[config.mk]
export PLATFORM = sky130hd
export DESIGN_NAME = pqks_dp
export DESIGN_NICKNAME = d
export VERILOG_FILES = /design/src/hw/rtl/pqks_pkg.sv /design/src/hw/rtl/pqks_dp.sv
export SDC_FILE = /design/constraint.sdc
export NUM_CORES = 2
export LEC_CHECK = 0
export BUFFER_PORTS_ARGS = -buffer_cell sky130_fd_sc_hd__buf_2
export CORE_UTILIZATION = 60
export CTS_CLUSTER_DIAMETER = 80
export DETAILED_ROUTE_END_ITERATION = 10
export PLACE_DENSITY = 0.76
export SYNTH_ARGS = -nofsm -noshare
export SYNTH_HDL_FRONTEND = slang
export SYNTH_SLANG_ARGS = --single-unit
export TNS_END_PERCENT = 1
[constraint.sdc]
create_clock -name clk -period 6.2 [get_ports clk]
set_input_delay 0.31 -clock clk [delete_from_list [all_inputs] [get_ports clk]]
set_output_delay 0.31 -clock clk [all_outputs]
set_load 0.1 [all_outputs]
[src/hw/rtl/pqks_pkg.sv]
// shared types and codes for the process queue with key search
`default_nettype none
package pqks_pkg;
  localparam int PID_W = 16;
  localparam int FUNC_W = 3;
  localparam int STAT_W = 2;
  localparam int OUT_HANDLE_W = 8;

  typedef enum logic [FUNC_W-1:0] {
    FN_ENQ = 3'd0, FN_DEQ = 3'd1, FN_PEEK = 3'd2, FN_FIND = 3'd3,
    FN_REMOVE = 3'd4, FN_LIST_ALL = 3'd5, FN_LIST_CHILD = 3'd6, FN_CLEAR = 3'd7
  } func_t;

  typedef enum logic [STAT_W-1:0] {
    ST_OK = 2'd0, ST_NONE = 2'd1, ST_FULL = 2'd2
  } status_t;

  // controller to datapath
  typedef struct packed {
    logic load_op;    // capture the input word
    logic clr_idx;    // scan index to zero
    logic inc_idx;    // scan index plus one
    logic rd;         // read slot at scan index
    logic wr_tail;    // write new entry at the tail
    logic shift_wr;   // write the shifted entry at idx-1
    logic inc_cnt;
    logic dec_cnt;
    logic clr_cnt;
    logic load_out;   // capture a result word
    logic hold_pend;  // park matched listed pid as pending
    logic flush_pend; // emit pending as final or not
    logic pend_last;
    logic [STAT_W-1:0] st;
    logic use_slot;   // result data from slot read
  } pqks_cmd_t;

  // datapath to controller
  typedef struct packed {
    logic [FUNC_W-1:0] func;
    logic full;
    logic empty;
    logic idx_end;   // scan index reached entry count
    logic hit_pid;   // read slot pid equals key
    logic hit_par;   // read slot parent equals parent key
    logic pend_v;    // a listed pid waits to go out
    logic shift_end; // scan index passed entry count
  } pqks_stat_t;
endpackage
`default_nettype wire

[src/hw/rtl/pqks_dp.sv]
// datapath: slot memories, count, scan index and result register
`default_nettype none
module pqks_dp #(
  parameter int DEPTH = 64,
  parameter int HANDLE_BITS = 8
) (
  input  wire logic clk,
  input  wire logic rst_n,
  input  wire pqks_pkg::pqks_cmd_t cmd,
  output pqks_pkg::pqks_stat_t stat,
  input  wire logic [2:0] in_func,
  input  wire logic [7:0] in_handle,
  input  wire logic [15:0] in_key_pid,
  input  wire logic [15:0] in_parent_pid,
  output logic [1:0] o_status,
  output logic [7:0] o_handle,
  output logic [15:0] o_pid,
  output logic o_now_empty,
  output logic o_last
);
  import pqks_pkg::*;
  localparam int AW = (DEPTH > 1) ? $clog2(DEPTH) : 1;
  localparam int CW = $clog2(DEPTH + 1);

  logic [HANDLE_BITS-1:0] mem_h [DEPTH];
  logic [PID_W-1:0] mem_p [DEPTH];
  logic [PID_W-1:0] mem_q [DEPTH];

  logic [FUNC_W-1:0] func_r;
  logic [HANDLE_BITS-1:0] hin_r;
  logic [PID_W-1:0] key_r, par_r;
  logic [CW-1:0] cnt_r, idx_r;
  logic [HANDLE_BITS-1:0] rd_h_r;
  logic [PID_W-1:0] rd_p_r, rd_q_r;
  logic pend_v_r;
  logic [PID_W-1:0] pend_r;
  logic [CW-1:0] cnt_nxt;

  always_comb begin
    cnt_nxt = cnt_r;
    if (cmd.clr_cnt) cnt_nxt = '0;
    else if (cmd.inc_cnt) cnt_nxt = cnt_r + CW'(1);
    else if (cmd.dec_cnt) cnt_nxt = cnt_r - CW'(1);
  end

  always_ff @(posedge clk) begin
    if (cmd.load_op) begin
      func_r <= in_func;
      hin_r <= in_handle[HANDLE_BITS-1:0];
      key_r <= in_key_pid;
      par_r <= in_parent_pid;
    end
    if (cmd.rd) begin
      rd_h_r <= mem_h[idx_r[AW-1:0]];
      rd_p_r <= mem_p[idx_r[AW-1:0]];
      rd_q_r <= mem_q[idx_r[AW-1:0]];
    end
    if (cmd.wr_tail) begin
      mem_h[cnt_r[AW-1:0]] <= hin_r;
      mem_p[cnt_r[AW-1:0]] <= key_r;
      mem_q[cnt_r[AW-1:0]] <= par_r;
    end else if (cmd.shift_wr) begin
      mem_h[AW'(idx_r - CW'(1))] <= rd_h_r;
      mem_p[AW'(idx_r - CW'(1))] <= rd_p_r;
      mem_q[AW'(idx_r - CW'(1))] <= rd_q_r;
    end
    if (cmd.hold_pend) pend_r <= rd_p_r;
  end

  always_ff @(posedge clk) begin
    if (!rst_n) begin
      cnt_r <= '0;
      idx_r <= '0;
      pend_v_r <= 1'b0;
      o_last <= 1'b0;
    end else begin
      cnt_r <= cnt_nxt;
      if (cmd.clr_idx) idx_r <= '0;
      else if (cmd.inc_idx) idx_r <= idx_r + CW'(1);
      if (cmd.hold_pend) pend_v_r <= 1'b1;
      else if (cmd.flush_pend) pend_v_r <= 1'b0;
      if (cmd.load_out) o_last <= cmd.pend_last;
    end
  end

  always_ff @(posedge clk) begin
    if (cmd.load_out) begin
      o_status <= cmd.st;
      o_now_empty <= (cnt_nxt == '0);
      if (cmd.flush_pend) begin
        o_handle <= '0;
        o_pid <= pend_r;
      end else if (cmd.use_slot) begin
        o_handle <= OUT_HANDLE_W'(rd_h_r);
        o_pid <= rd_p_r;
      end else begin
        o_handle <= '0;
        o_pid <= '0;
      end
    end
  end

  always_comb begin
    stat.func = func_r;
    stat.full = (cnt_r == CW'(DEPTH));
    stat.empty = (cnt_r == '0);
    stat.idx_end = (idx_r >= cnt_r);
    stat.hit_pid = (rd_p_r == key_r);
    stat.hit_par = (rd_q_r == par_r);
    stat.pend_v = pend_v_r;
    // count already dropped for the removed entry
    stat.shift_end = (idx_r > cnt_r);
  end
endmodule
`default_nettype wire

==> metrics.md <==
| Metric | Value |
|---|---|
| Nets@finish | about 5200 |
| Root Buffer | clkbuf_16 |
| Initial Utilization | 60.7% |
| Total negative slack | 0 ns |
| PnR Total Power | roughly 38 mW |
| Worst r2r path cells | 7 |
| Synthesized area | 103000 um^2 |
| IO buf count | a little under 100 |
| Syn-to-layout area delta | 12.4% |
| EDFF count, synth | roughly 2700 |
| Placed cell areas | 107000 um^2 |
| Postcts setup bufs | 0 |
| Final hold viol count | 0 |
| Crit share post-route | between 70% and 80% |
| Top cells by count, synth | 2686 x edfxtp_1, 542 x mux4_2, 204 x nand2_1 |
| GP Congestion | roughly 0.87 |
| Yosys top cell area share | between 70% and 80% |
| Avg Inst Size Synth | 21.7 um^2 |
| Synth unique cells | 62 |
| Least-Margin Pin Slew | approximately 1.3 ns |
| Proportion of layout cells with a drive suffix above 1 | between 20% and 30% |
| Pre-antenna DRT Iters | 7 |
| Ys flop type | edfxtp_1 |
| Die footprint | approximately 170000 um^2 |
| Clock Sinks | between 2000 and 3000 |
| Register area share after synthesis | 78.4% |
| Pins Over Slew Limit | 0 |
| Vias in the first global route | around 52000 |
| H-tree depth | 5 |
| Synth top area cells | edfxtp_1 78%, mux4_2 12%, mux2i_1 1.8% |
| Clock latency on the worst-skew pair | between 0.9 and 1 ns |
| First-pass GRT wire length | 368 mm |
| CTS resizes | 0 |
| Clock tree buffer depth | 4 |
| RSZ-0062 raised after global routing | no |
| Flops & latches, synth | 2702 |
| Crit path cell chain | buf_12 -> ha_1 -> nor2b_1 -> o21ai_0 -> a21oi_1 -> a211oi_1 -> o21ai_0 -> buf_2 |
| DRT antenna net count | 0 |
| Number of DRC markers in iteration 0 | between 7000 and 8000 |
| Cells after Synth | 4761 |
| Ys async rst share | 0% |
| Leakage | around 36 nW |
| Met3 wire len | roughly 25 mm |
| Fmax | around 200 MHz |
| Rows | ~150 |
| Slowest Stage Delay on Critical Path | 0.95 ns |
| Dpl hpwl | 143 mm |
| Final Skew | roughly 0.05 ns |
| CTS tree | built |
| Crit-path max FO | approximately 150 |
| Critical Path RT | roughly 5.9 ns |
| Detailed Route WL | about 260 mm |
| Vias/cell | about 6.8 |
| Max VDD drop | ~0.00031 V |
| GR Util All Layers | 29.8% |
| Final setup fails | 0 |
| HP Class | input port to flop |
| Tmin final | just under 5 ns |
| Initial antenna violation count | 9 |
| YS warnings | 0 |
| Setup Crit Path Kind | flop to output pin |
| Grt total ovfl | 0 |
| WL met1 | just over 90 mm |
| Cts hold-fix bufs | 61 |
| Most numerous cell in the Yosys netlist | edfxtp_1 |
| Worst-path clk slew | about 0.070 ns |
| Startpoint types | flop |
| Die width | 417 um |
| Max-slew headroom | roughly 9% |
| Pwr dens | about 330 nW/um^2 |
| Syn nets | 4834 |
| Status | complete, no violations |
| Die Height | approximately 420 um |
| Max cap viols | 0 |
| Total CTS buffers | between 200 and 300 |
| DR top layer | met4 |
| DRC viols | 0 |
| Crit-path slowest cell | dfxtp_4 |
| Core area | about 170000 um^2 |
| Final instance area | about 120000 um^2 |
| Yosys top cell by area | edfxtp_1 |
| Hold path cells | 3 |
| Crit end category | output pin |
| Via count | about 52000 |
| Most used cell, CP | o21ai_0 |
| Largest net degree at the start of global routing | ~150 |
| Met2 routed WL | between 100 and 150 mm |
| Num ports | 99 |
| DR WL/cell | approximately 34 um |
| WP data arrival | approximately 4.6 ns |
[cells in the final DEF (no fill, tap or decap), types with 13 or more instances in the layout]
cell type	count
clkinv_2	41
buf_4	147
o211a_1	21
dlygate4sd3_1	61
o41ai_1	24
buf_2	98
xnor2_1	42
nand2_1	164
edfxtp_1	2686
a22oi_1	42
nor2b_1	20
or4_1	15
clkinv_1	66
nor2_1	48
a21oi_1	30
nor2_4	65
a211o_1	13
a2111oi_0	26
nand2_2	40
mux2_2	71
bufinv_16	13
clkbuf_16	283
o221ai_1	24
mux4_2	542
a22o_1	28
clkbuf_1	49
o22ai_1	154
o2111ai_1	21
o21ai_0	37
mux2i_1	189
nand3_1	39
buf_12	14
[per-stage QoR]
| step | hold WS [ns] | instances | util [%] | setup WS [ns] |
|---|---|---|---|---|
| 3_5_place_dp | 0.488 | 7051 | 63.0 | 1.94 |
| 2_1_floorplan | 0.409 | 4761 | - | 1.63 |
| 3_3_place_gp | 0.485 | 7051 | 63.0 | 1.92 |
| 6_report | 0.0690 | 7581 | 68.2 | 1.28 |
| 4_1_cts | 0.0578 | 7578 | 68.2 | 1.26 |
| 5_1_grt | 0.0619 | 7581 | 68.2 | 1.19 |
[path summary, 6_finish.rpt]
kind / start / to / slack, ns
worst max-delay path: idx_r[1] / stat[4] / 1.28
worst min-delay path: cmd[14] / idx_r[5] / 0.07
worst max register to register: idx_r[1] / mem_p[24][12] / 1.87
worst min register to register: idx_r[6] / idx_r[6] / 0.52
[logic make-up (layout without fill, tap and decap cells)]
| group | count (synthesis) | count (layout) | share of synthesized area [%] |
|---|---|---|---|
| adder cells (fa/ha/maj) | 12 | 12 | 0.145 |
| AND/OR/NAND/NOR | 465 | 465 | 2.06 |
| other | 0 | 3 | 0 |
| multiplexers | 802 | 802 | 14.4 |
| AO/OA/AOI/OAI | 460 | 460 | 3.21 |
| buffers and inverters | 276 | 798 | 1.42 |
| flip-flops | 2702 | 2702 | 78.4 |
| XOR/XNOR | 44 | 44 | 0.373 |
[report_power, final]
part	total (mW)	switching [mW]	internal (mW)
combinational	1.82	1.31	0.510
sequential	20.7	0.120	20.6
clock	15.5	6.66	8.87
total	38.1	8.09	30.0
[registers in the layout, indices dropped and copies added, names as in the netlist, 2 cells and up]
signal,cells
o_handle,8
hin_r,8
mem_q,1024
o_pid,16
rd_q_r,16
idx_r,7
key_r,16
rd_h_r,8
rd_p_r,16
func_r,3
par_r,16
mem_p,1024
o_status,2
cnt_r,7
pend_r,16
mem_h,512
[layer usage]
layer  global-route usage, %  vias to the layer above
met5                       0                        -
met4                    14.7                        0
met3                    4.90                      606
met2                    46.9                     3459
met1                    41.2                    27009
li1                        -                    20682
[layout make-up]
class / count / area (um^2)
Fill cell: 9918 / 54100
Sequential cell: 2702 / 81000
Antenna cell: 3 / 7.51
Multi-Input combinational cell: 1783 / 21500
Tap cell: 2295 / 2870
Timing Repair Buffer: 320 / 2480
Clock buffer: 334 / 7290
Inverter: 12 / 45.0
Clock inverter: 132 / 940
[worst max-delay path, delay by kind of cell, from the launching register on]
kind	cells	cell delay [ns]
compound gates	4	1.05
fa+ha+maj	1	0.39
buf+inv	2	1.14
flops	1	0.95
simple gates	1	0.13
(Power assumes the default switching activity.)
