`src/hw/rtl/pqks_pkg.sv`:
```
// shared types and codes for the process queue with key search
`default_nettype none
package pqks_pkg;
  localparam int PID_W = 16;
  localparam int FUNC_W = 3;
  localparam int STAT_W = 2;
  localparam int OUT_HANDLE_W = 8;

  typedef enum logic [FUNC_W-1:0] {
    FN_ENQ = 3'd0, FN_DEQ = 3'd1, FN_PEEK = 3'd2, FN_FIND = 3'd3,
    FN_REMOVE = 3'd4, FN_LIST_ALL = 3'd5, FN_LIST_CHILD = 3'd6, FN_CLEAR = 3'd7
  } func_t;

  typedef enum logic [STAT_W-1:0] {
    ST_OK = 2'd0, ST_NONE = 2'd1, ST_FULL = 2'd2
  } status_t;

  // controller to datapath
  typedef struct packed {
    logic load_op;    // capture the input word
    logic clr_idx;    // scan index to zero
    logic inc_idx;    // scan index plus one
    logic rd;         // read slot at scan index
    logic wr_tail;    // write new entry at the tail
    logic shift_wr;   // write the shifted entry at idx-1
    logic inc_cnt;
    logic dec_cnt;
    logic clr_cnt;
    logic load_out;   // capture a result word
    logic hold_pend;  // park matched listed pid as pending
    logic flush_pend; // emit pending as final or not
    logic pend_last;
    logic [STAT_W-1:0] st;
    logic use_slot;   // result data from slot read
  } pqks_cmd_t;

  // datapath to controller
  typedef struct packed {
    logic [FUNC_W-1:0] func;
    logic full;
    logic empty;
    logic idx_end;   // scan index reached entry count
    logic hit_pid;   // read slot pid equals key
    logic hit_par;   // read slot parent equals parent key
    logic pend_v;    // a listed pid waits to go out
    logic shift_end; // scan index passed entry count
  } pqks_stat_t;
endpackage
`default_nettype wire

```
`src/hw/rtl/pqks_ctrl.sv`:
```
// controller: sequences queue operations and result words
`default_nettype none
module pqks_ctrl (
  input  wire logic clk,
  input  wire logic rst_n,
  input  wire logic in_fire,
  output logic in_rdy,
  output logic out_vld,
  input  wire logic out_rdy,
  input  wire pqks_pkg::pqks_stat_t stat,
  output pqks_pkg::pqks_cmd_t cmd
);
  import pqks_pkg::*;

  typedef enum logic [3:0] {
    S_IDLE, S_DISPATCH, S_RD, S_EVAL, S_SHIFT_RD, S_SHIFT_WR, S_DONE, S_WAIT
  } state_t;

  state_t state_r, state_nxt;
  logic out_vld_r, out_vld_nxt;
  logic found_r, found_nxt;     // dequeue or remove match seen, shifting out of it
  logic any_r, any_nxt;         // list emitted something

  // a new word may load only when the result register is free
  logic oreg_free;
  assign oreg_free = !out_vld_r || out_rdy;

  always_comb begin
    state_nxt = state_r;
    out_vld_nxt = out_vld_r && !out_rdy;
    found_nxt = found_r;
    any_nxt = any_r;
    cmd = '0;
    cmd.st = ST_OK;
    cmd.pend_last = 1'b1;
    in_rdy = 1'b0;
    unique case (state_r)
      S_IDLE: begin
        in_rdy = 1'b1;
        if (in_fire) begin
          cmd.load_op = 1'b1;
          cmd.clr_idx = 1'b1;
          found_nxt = 1'b0;
          any_nxt = 1'b0;
          state_nxt = S_DISPATCH;
        end
      end
      S_DISPATCH: begin
        if (oreg_free) begin
          case (stat.func)
            FN_ENQ: begin
              cmd.load_out = 1'b1;
              out_vld_nxt = 1'b1;
              if (stat.full) begin
                cmd.st = ST_FULL;
              end else begin
                cmd.wr_tail = 1'b1;
                cmd.inc_cnt = 1'b1;
              end
              state_nxt = S_IDLE;
            end
            FN_CLEAR: begin
              cmd.load_out = 1'b1;
              out_vld_nxt = 1'b1;
              cmd.clr_cnt = 1'b1;
              state_nxt = S_IDLE;
            end
            default: begin
              if (stat.empty) begin
                cmd.load_out = 1'b1;
                out_vld_nxt = 1'b1;
                cmd.st = ST_NONE;
                state_nxt = S_IDLE;
              end else begin
                cmd.rd = 1'b1;
                cmd.inc_idx = 1'b1;
                state_nxt = S_EVAL;
              end
            end
          endcase
        end
      end
      S_RD: begin
        if (stat.idx_end) begin
          state_nxt = S_DONE;
        end else begin
          cmd.rd = 1'b1;
          cmd.inc_idx = 1'b1;
          state_nxt = S_EVAL;
        end
      end
      S_EVAL: begin
        // rd data holds slot idx-1
        case (stat.func)
          FN_DEQ, FN_PEEK: begin
            if (oreg_free) begin
              cmd.load_out = 1'b1;
              cmd.use_slot = 1'b1;
              out_vld_nxt = 1'b1;
              if (stat.func == FN_DEQ) begin
                // count drops with the result so now_empty reflects the removal
                cmd.dec_cnt = 1'b1;
                found_nxt = 1'b1;
                state_nxt = S_SHIFT_RD;
              end else begin
                state_nxt = S_IDLE;
              end
            end
          end
          FN_FIND, FN_REMOVE: begin
            if (stat.hit_pid) begin
              if (oreg_free) begin
                cmd.load_out = 1'b1;
                cmd.use_slot = 1'b1;
                out_vld_nxt = 1'b1;
                if (stat.func == FN_REMOVE) begin
                  cmd.dec_cnt = 1'b1;
                  found_nxt = 1'b1;
                  state_nxt = S_SHIFT_RD;
                end else begin
                  state_nxt = S_IDLE;
                end
              end
            end else begin
              state_nxt = S_RD;
            end
          end
          default: begin
            // list: previous pending goes out (not last), new match parks
            if (stat.func == FN_LIST_ALL || stat.hit_par) begin
              if (!stat.pend_v) begin
                cmd.hold_pend = 1'b1;
                any_nxt = 1'b1;
                state_nxt = S_RD;
              end else if (oreg_free) begin
                cmd.load_out = 1'b1;
                cmd.flush_pend = 1'b1;
                cmd.pend_last = 1'b0;
                out_vld_nxt = 1'b1;
                cmd.hold_pend = 1'b1;
                state_nxt = S_RD;
              end
            end else begin
              state_nxt = S_RD;
            end
          end
        endcase
      end
      S_SHIFT_RD: begin
        // idx points one past the removed slot; move entries down
        if (stat.shift_end) begin
          state_nxt = S_IDLE;
        end else begin
          cmd.rd = 1'b1;
          state_nxt = S_SHIFT_WR;
        end
      end
      S_SHIFT_WR: begin
        cmd.shift_wr = 1'b1;
        cmd.inc_idx = 1'b1;
        state_nxt = S_SHIFT_RD;
      end
      S_DONE: begin
        // end of scan
        if (oreg_free) begin
          cmd.load_out = 1'b1;
          out_vld_nxt = 1'b1;
          if (stat.func == FN_LIST_ALL || stat.func == FN_LIST_CHILD) begin
            if (any_r) begin
              cmd.flush_pend = 1'b1;
            end else begin
              cmd.st = ST_NONE;
            end
          end else begin
            cmd.st = ST_NONE;
          end
          state_nxt = S_IDLE;
        end
      end
      default: begin
        state_nxt = S_IDLE;
      end
    endcase
  end

  always_ff @(posedge clk) begin
    if (!rst_n) begin
      state_r <= S_IDLE;
      out_vld_r <= 1'b0;
      found_r <= 1'b0;
      any_r <= 1'b0;
    end else begin
      state_r <= state_nxt;
      out_vld_r <= out_vld_nxt;
      found_r <= found_nxt;
      any_r <= any_nxt;
    end
  end

  assign out_vld = out_vld_r;

  a_shift_only_after_hit: assert property (@(posedge clk) disable iff (!rst_n)
    state_r == S_SHIFT_WR |-> found_r) else $error("shift without removal");
  a_idle_ready: assert property (@(posedge clk) disable iff (!rst_n)
    in_rdy |-> state_r == S_IDLE) else $error("ready outside idle");
  a_load_needs_room: assert property (@(posedge clk) disable iff (!rst_n)
    cmd.load_out |-> oreg_free) else $error("result overwritten");
endmodule
`default_nettype wire

```
`config.mk`:
```
export PLATFORM = sky130hd
export DESIGN_NAME = pqks_ctrl
export DESIGN_NICKNAME = d
export VERILOG_FILES = /design/src/hw/rtl/pqks_pkg.sv /design/src/hw/rtl/pqks_ctrl.sv
export SDC_FILE = /design/constraint.sdc
export NUM_CORES = 1
export LEC_CHECK = 0
export ABC_AREA = 1
export BUFFER_PORTS_ARGS = -buffer_cell sky130_fd_sc_hd__buf_2
export CORE_AREA = 2 2 71 46
export DETAILED_ROUTE_END_ITERATION = 7
export DIE_AREA = 0 0 73 48
export GPL_TIMING_DRIVEN = 0
export PLACE_DENSITY = 0.46
export SLEW_MARGIN = 10
export SYNTH_ARGS = -nofsm -noshare
export SYNTH_HDL_FRONTEND = slang
export SYNTH_SLANG_ARGS = --single-unit
```
`constraint.sdc`:
```
create_clock -name clk -period 3.6 [get_ports clk]
set_input_delay 0.18 -clock clk [delete_from_list [all_inputs] [get_ports clk]]
set_output_delay 0.18 -clock clk [all_outputs]
set_load 0.02 [all_outputs]
```
==> summary.txt, run 1 <==
Status -> finished, final reports clean
Total negative slack -> 0 ps
CTS Sinks -> 5
Placer Congestion -> 0.782
Worst path max stage delay -> 340 ps
Worst slew pin tran -> 290 ps
Placed Instance Area -> 891 µm²
Gr ovfl total -> 0
Finished Layout Cells -> 194
CTS tree -> done
Clock transition at the registers of the reported paths -> 30 ps
Syn Inst Count -> 125
Post-DR vias/cell -> 4.47
Final Skew -> 2.36 ps
HPWL Detailed -> 1.77 mm
Syn avg cell area -> 5.55 µm²
Critical Path End Type -> output pin
CP Cell Sequence -> inv_2, nand3_2, nor2_1, inv_1, nor3_1, buf_4, buf_2
Layout cells sized above 1 -> 0.363
Crit start category -> flip-flop
Die area -> 3500 µm²
Core area -> 2800 µm²
Mapped Area -> 693 µm²
Vias -> 868
Critical path data arrival time -> 1620 ps
Critical path fanouts, max -> 6
Placement Rows -> 15
Htree depth -> 1
Power consumption -> 0.585 mW
Internal cell power -> 0.279 mW
Pin count of the biggest net entering global routing -> 8
Warnings, synthesis -> 0
Register area share after synthesis -> 0.144
1st-iter DRT viols -> 32
CTS Buf Count -> 3
Post-layout instance area -> 936 µm²
Leak pwr -> 0.548 nW
Max_cap viols -> 0
P_sw -> 0.306 mW
IO Count -> 32
Setup slack, reg-to-reg -> 2260 ps
CP bufs+invs -> 4
Clk pwr share -> 0.170
Part of the power in registers -> 0.167
RSZ-0062 raised after global routing -> no
Root Driver -> clkbuf_8
Die height -> 48 µm
DRC -> 0
XOR/XNOR Fraction of Synth Area -> 0
Largest family of logic cells by synthesized area -> simple AND/OR/NAND/NOR gates
Hold Path Class -> in2reg
Area growth syn-to-layout -> 35.0%
Initial antenna violation count -> 0
Antenna-violating nets left -> 0
Sw Ratio -> 0.523
Post-placement cell count -> 190
Post-CTS sizing -> 0
Power Dens Cells -> 625 nW/µm²
Yosys reg bits -> 5
Worst-Skew Late Latency -> 220 ps
Combinational share of power -> 0.662
Die width -> 73 µm
# diodes -> 0
Max frequency -> 556 MHz
GRT Resource Usage Total -> 0.123
Maximum vdd drop -> 248 µV
CP delay by family, top -> buffers and inverters
Most frequent cells in the layout -> 31 x buf_2, 24 x nand2_1, 18 x inv_1, 18 x nor2_1, 15 x nand3_1
Setup bufs post-CTS -> 0
Final Util -> 0.335
DR pass1 iterations -> 4
Slew HR -> 0.805
Final Setup Violations -> 0
Vias in the first global route -> 749
Post-synthesis simple-gate area fraction -> 0.616
Port Buffers -> 31
Number of hold buffers added after CTS -> 0
Final-report hold violation count -> 0
Clk buf depth -> 2
Crit Path Class -> reg2out
Multiplexer area fraction after synthesis -> 0
Initial core utilization -> 0.248
CP max stage cell -> dfxtp_1
Adder-cell share of the synthesized area -> 0
Compound-Gate Fraction of Synth Area -> 0.0939
WL final -> 2.01 mm
Routed len/inst -> 10.3 µm
Syn_nets -> 139
First-pass GRT wire length -> 3.25 mm
Slew Viols, Final -> 0
Commonest non-fill, non-tap cell in the layout -> buf_2
Minimum clock period -> 1800 ps
Critical path data required time -> 3420 ps
Final nets -> 175
Period utilisation layout -> 0.500
Synth unique cells -> 23
[cells in the mapped netlist, drive strengths merged]
cell     n  share of area
nand4    5          0.045
a21oi    5          0.036
nor4     1         0.0090
a21boi   1          0.011
dfxtp    5           0.14
o21ai    2          0.014
buf      2          0.022
o31ai    2          0.022
nor3     1         0.0072
inv     22           0.12
clkinv   1         0.0054
nand3   20           0.18
nand3b   1          0.011
nor2    24           0.16
o211ai   1          0.011
nor3b    1          0.011
nand2   31           0.19
[power by group through the flow]
stage | clock (mW) | sequential (mW) | combinational, mW
after floorplan | 0 | 0.0988 | 0.284
after global placement | 0 | 0.0991 | 0.387
after detailed placement | 0 | 0.0991 | 0.388
after CTS | 0.104 | 0.0981 | 0.389
after global routing | 0.109 | 0.101 | 0.434
final | 0.0996 | 0.0979 | 0.388
[per-layer routing]
| metal | GRT usage | part of all wire | vias up |
|---|---|---|---|
| met5 | 0 | 0 | - |
| met4 | 0.0185 | 0.0040 | 0 |
| met3 | 0.0442 | 0.058 | 2 |
| met2 | 0.180 | 0.37 | 24 |
| met1 | 0.176 | 0.57 | 366 |
| li1 | - | - | 476 |
[flip-flops by register name (all words and copies together), names as in the netlist]
signal   count
out_vld      1
state_r      3
any_r        1
[kinds of logic (layout without fill, tap and decap cells)]
family,after synthesis,after routing
and+or+nand+nor,84,84
buffers and inverters,25,60
AOI/OAI and AO/OA,11,11
DFF,5,5
[through the flow]
stage,worst slack [ps],hold slack [ps]
4_1_cts,1790,224
6_report,1800,225
5_1_grt,1590,260
2_1_floorplan,1810,278
3_5_place_dp,2020,451
3_3_place_gp,2060,443
[final timing paths]
kind                            cells past startpoint    endpoint        from
worst max register to register                      9  state_r[2]  state_r[0]
worst min-delay path                                3       any_r       rst_n
worst max-delay path                                7     cmd[11]  state_r[1]
worst min register to register                      4       any_r       any_r
[cell type report]
type                            instances  area [µm²]
Clock buffer                            4        45.0
Inverter                               23        86.3
Tap cell                               34        42.5
Fill cell                             338        1860
Sequential cell                         5         100
Timing Repair Buffer                   31         155
Multi-Input combinational cell         95         492
Buffer                                  2        15.0
[worst min-delay path, cell delays in order]
cell and delay (ps):
buf_2 130, nand2_1 60, inv_1 40
Power figures use the tool's default switching activity.
==> run 2, diff against run 1 <==
--- a/config.mk
+++ b/config.mk
@@ -11,7 +11,7 @@
 export DETAILED_ROUTE_END_ITERATION = 7
 export DIE_AREA = 0 0 73 48
 export GPL_TIMING_DRIVEN = 0
-export PLACE_DENSITY = 0.46
+export PLACE_DENSITY = 0.48
 export SLEW_MARGIN = 10
 export SYNTH_ARGS = -nofsm -noshare
 export SYNTH_HDL_FRONTEND = slang
==> constraint.sdc (replaced) <==
create_clock -name clk -period 1.54 [get_ports clk]
set_input_delay 0.077 -clock clk [delete_from_list [all_inputs] [get_ports clk]]
set_output_delay 0.077 -clock clk [all_outputs]
set_load 0.02 [all_outputs]
==> run 2 against run 1 <==
Against the previous run: die area unchanged; design area rose by 15%; critical path depth is the same.
==> summary.txt, run 2 (synthesis gave the netlist of run 1 again) <==
WL final -> 2.18 mm
Minimum clock period -> 1470 ps
Port Buffers -> 31
CTS Buf Count -> 3
Power consumption -> 1.62 mW
Worst slew pin tran -> 217 ps
Slew Viols, Final -> 0
Worst Hold End -> any_r
Die area -> 3500 µm²
# diodes -> 0
CP Cell Sequence -> inv_4, nand3_4, nor2_4, inv_2, nor3_4, buf_4, buf_4
Routed len/inst -> 10.7 µm
Setup slack, reg-to-reg -> 190 ps
Crit Path Class -> reg2out
Final Skew -> 0.556 ps
Period utilisation layout -> 0.954
Final nets -> 185
Status -> finished, final reports clean
RSZ-0062 raised after global routing -> yes
Maximum vdd drop -> 623 µV
Worst R2R Start -> state_r[2]
Final-report hold violation count -> 0
DR pass1 iterations -> 4
Worst-Skew Late Latency -> 220 ps
Max reg flops -> 3
Pin count of the biggest net entering global routing -> 8
Max frequency -> 681 MHz
Critical Path End Type -> output pin
Critical path data required time -> 1460 ps
Placed Instance Area -> 896 µm²
CP max stage cell -> dfxtp_2
R2R depth -> 11
Layout cells sized above 1 -> 0.476
Vias -> 923
CTS Sinks -> 5
Post-layout instance area -> 1070 µm²
Largest Register -> state_r
GRT Resource Usage Total -> 0.128
Multi-input gate area -> 539 µm²
Cell mode on critical path -> buf_4
Worst reg2reg path endpoint -> state_r[2]
Critical path fanouts, max -> 5
Most frequent cells in the layout -> 29 x buf_2, 21 x nand2_1, 16 x inv_1, 16 x nor2_1, 15 x nand3_1
Max_cap viols -> 0
Hold Path Class -> in2reg
Antenna-violating nets left -> 0
Critical path data arrival time -> 1390 ps
Number of hold buffers added after CTS -> 0
Htree depth -> 1
Hold Path Depth -> 3
IO Count -> 32
Crit start category -> flip-flop
Commonest non-fill, non-tap cell in the layout -> buf_2
Initial antenna violation count -> 0
Die width -> 73 µm
Worst path max stage delay -> 340 ps
Gr ovfl total -> 0
Placement Rows -> 15
Leak pwr -> 0.604 nW
Clk buf depth -> 2
DRC -> 0
FF/Latch Area -> 104 µm²
Fillers -> 316
Die height -> 48 µm
Core area -> 2800 µm²
Vias in the first global route -> 793
Area growth syn-to-layout -> 54.7%
Clock transition at the registers of the reported paths -> 40 ps
Post-DR vias/cell -> 4.52
Placer Congestion -> 0.784
CTS tree -> done
Final Util -> 0.383
First-pass GRT wire length -> 3.43 mm
Root Driver -> clkbuf_8
Hold_sp -> rst_n
Slew HR -> 0.855
HPWL Detailed -> 1.75 mm
Final Setup Violations -> 0
Power Dens Cells -> 1510 nW/µm²
Initial core utilization -> 0.248
1st-iter DRT viols -> 31
==> run 2: changes by cell type in the layout (fill, tap and decap cells not counted), moves of 2 or more <==
cell / delta
nand2_2: +3
nand2_1: -3
inv_1: -2
nor2_1: -2
buf_2: -2
dfxtp_2: +3
buf_4: +12
inv_4: +2
dfxtp_1: -3
==> run 2: cell type report <==
| class | instances | share of cell area |
|---|---|---|
| inverter | 23 | 0.0852 |
| clock buffer | 4 | 0.0420 |
| multi-input combinational | 95 | 0.503 |
| buffer | 2 | 0.0140 |
| sequential | 5 | 0.0968 |
| tap | 34 | 0.0397 |
| timing repair buffer | 41 | 0.219 |
==> run 2: stage by stage <==
step           setup slack, ps  hold WS (ps)  instances  TNS [ps]
2_1_floorplan             62.2           175        125         0
3_3_place_gp               126           339        190         0
3_5_place_dp              88.4           341        190         0
4_1_cts                  0.209           113        201         0
5_1_grt                  -22.3           133        204     -22.3
6_report                  70.5           116        204         0
==> run 2: repair_timing <==
| item | in CTS | in global routing |
|---|---|---|
| pin swaps | 1 | 5 |
| gates resized for setup | 6 | 13 |
| setup endpoints to repair | 6 | 9 |
| buffers inserted | 7 | 3 |
==> run 2: per-layer routing <==
layer	track usage	wire, µm	vias up
met2	0.184	875	26
met4	0.0296	12	0
met3	0.0316	119	2
met5	0	0	-
li1	-	-	495
met1	0.191	1170	400
==> run 2: critical path, delay by kind of cell (launching register included) <==
family | cells | cell delay, ps
buf+inv | 4 | 410
simple gates | 3 | 420
flops | 1 | 340
==> run 2: where the power goes <==
part | total [mW] | switching, mW | internal (mW) | leakage [nW]
logic | 1.12 | 0.673 | 0.446 | 0.540
clock network | 0.245 | 0.0669 | 0.178 | 0.0228
registers | 0.253 | 0.0700 | 0.183 | 0.0420
==> run 2: how the worst max path moves through the flow <==
| stage | depth (start not counted) | to | slack [ps] | from |
|---|---|---|---|---|
| 4_1_cts | 7 | cmd[11] | 0.2 | state_r[1] |
| 2_1_floorplan | 5 | cmd[1] | 60 | out_vld |
| 3_3_place_gp | 8 | cmd[4] | 130 | state_r[2] |
| 6_report | 7 | cmd[11] | 70 | state_r[1] |
| 3_5_place_dp | 8 | cmd[4] | 90 | state_r[2] |
| 5_1_grt | 7 | cmd[11] | -20 | state_r[1] |
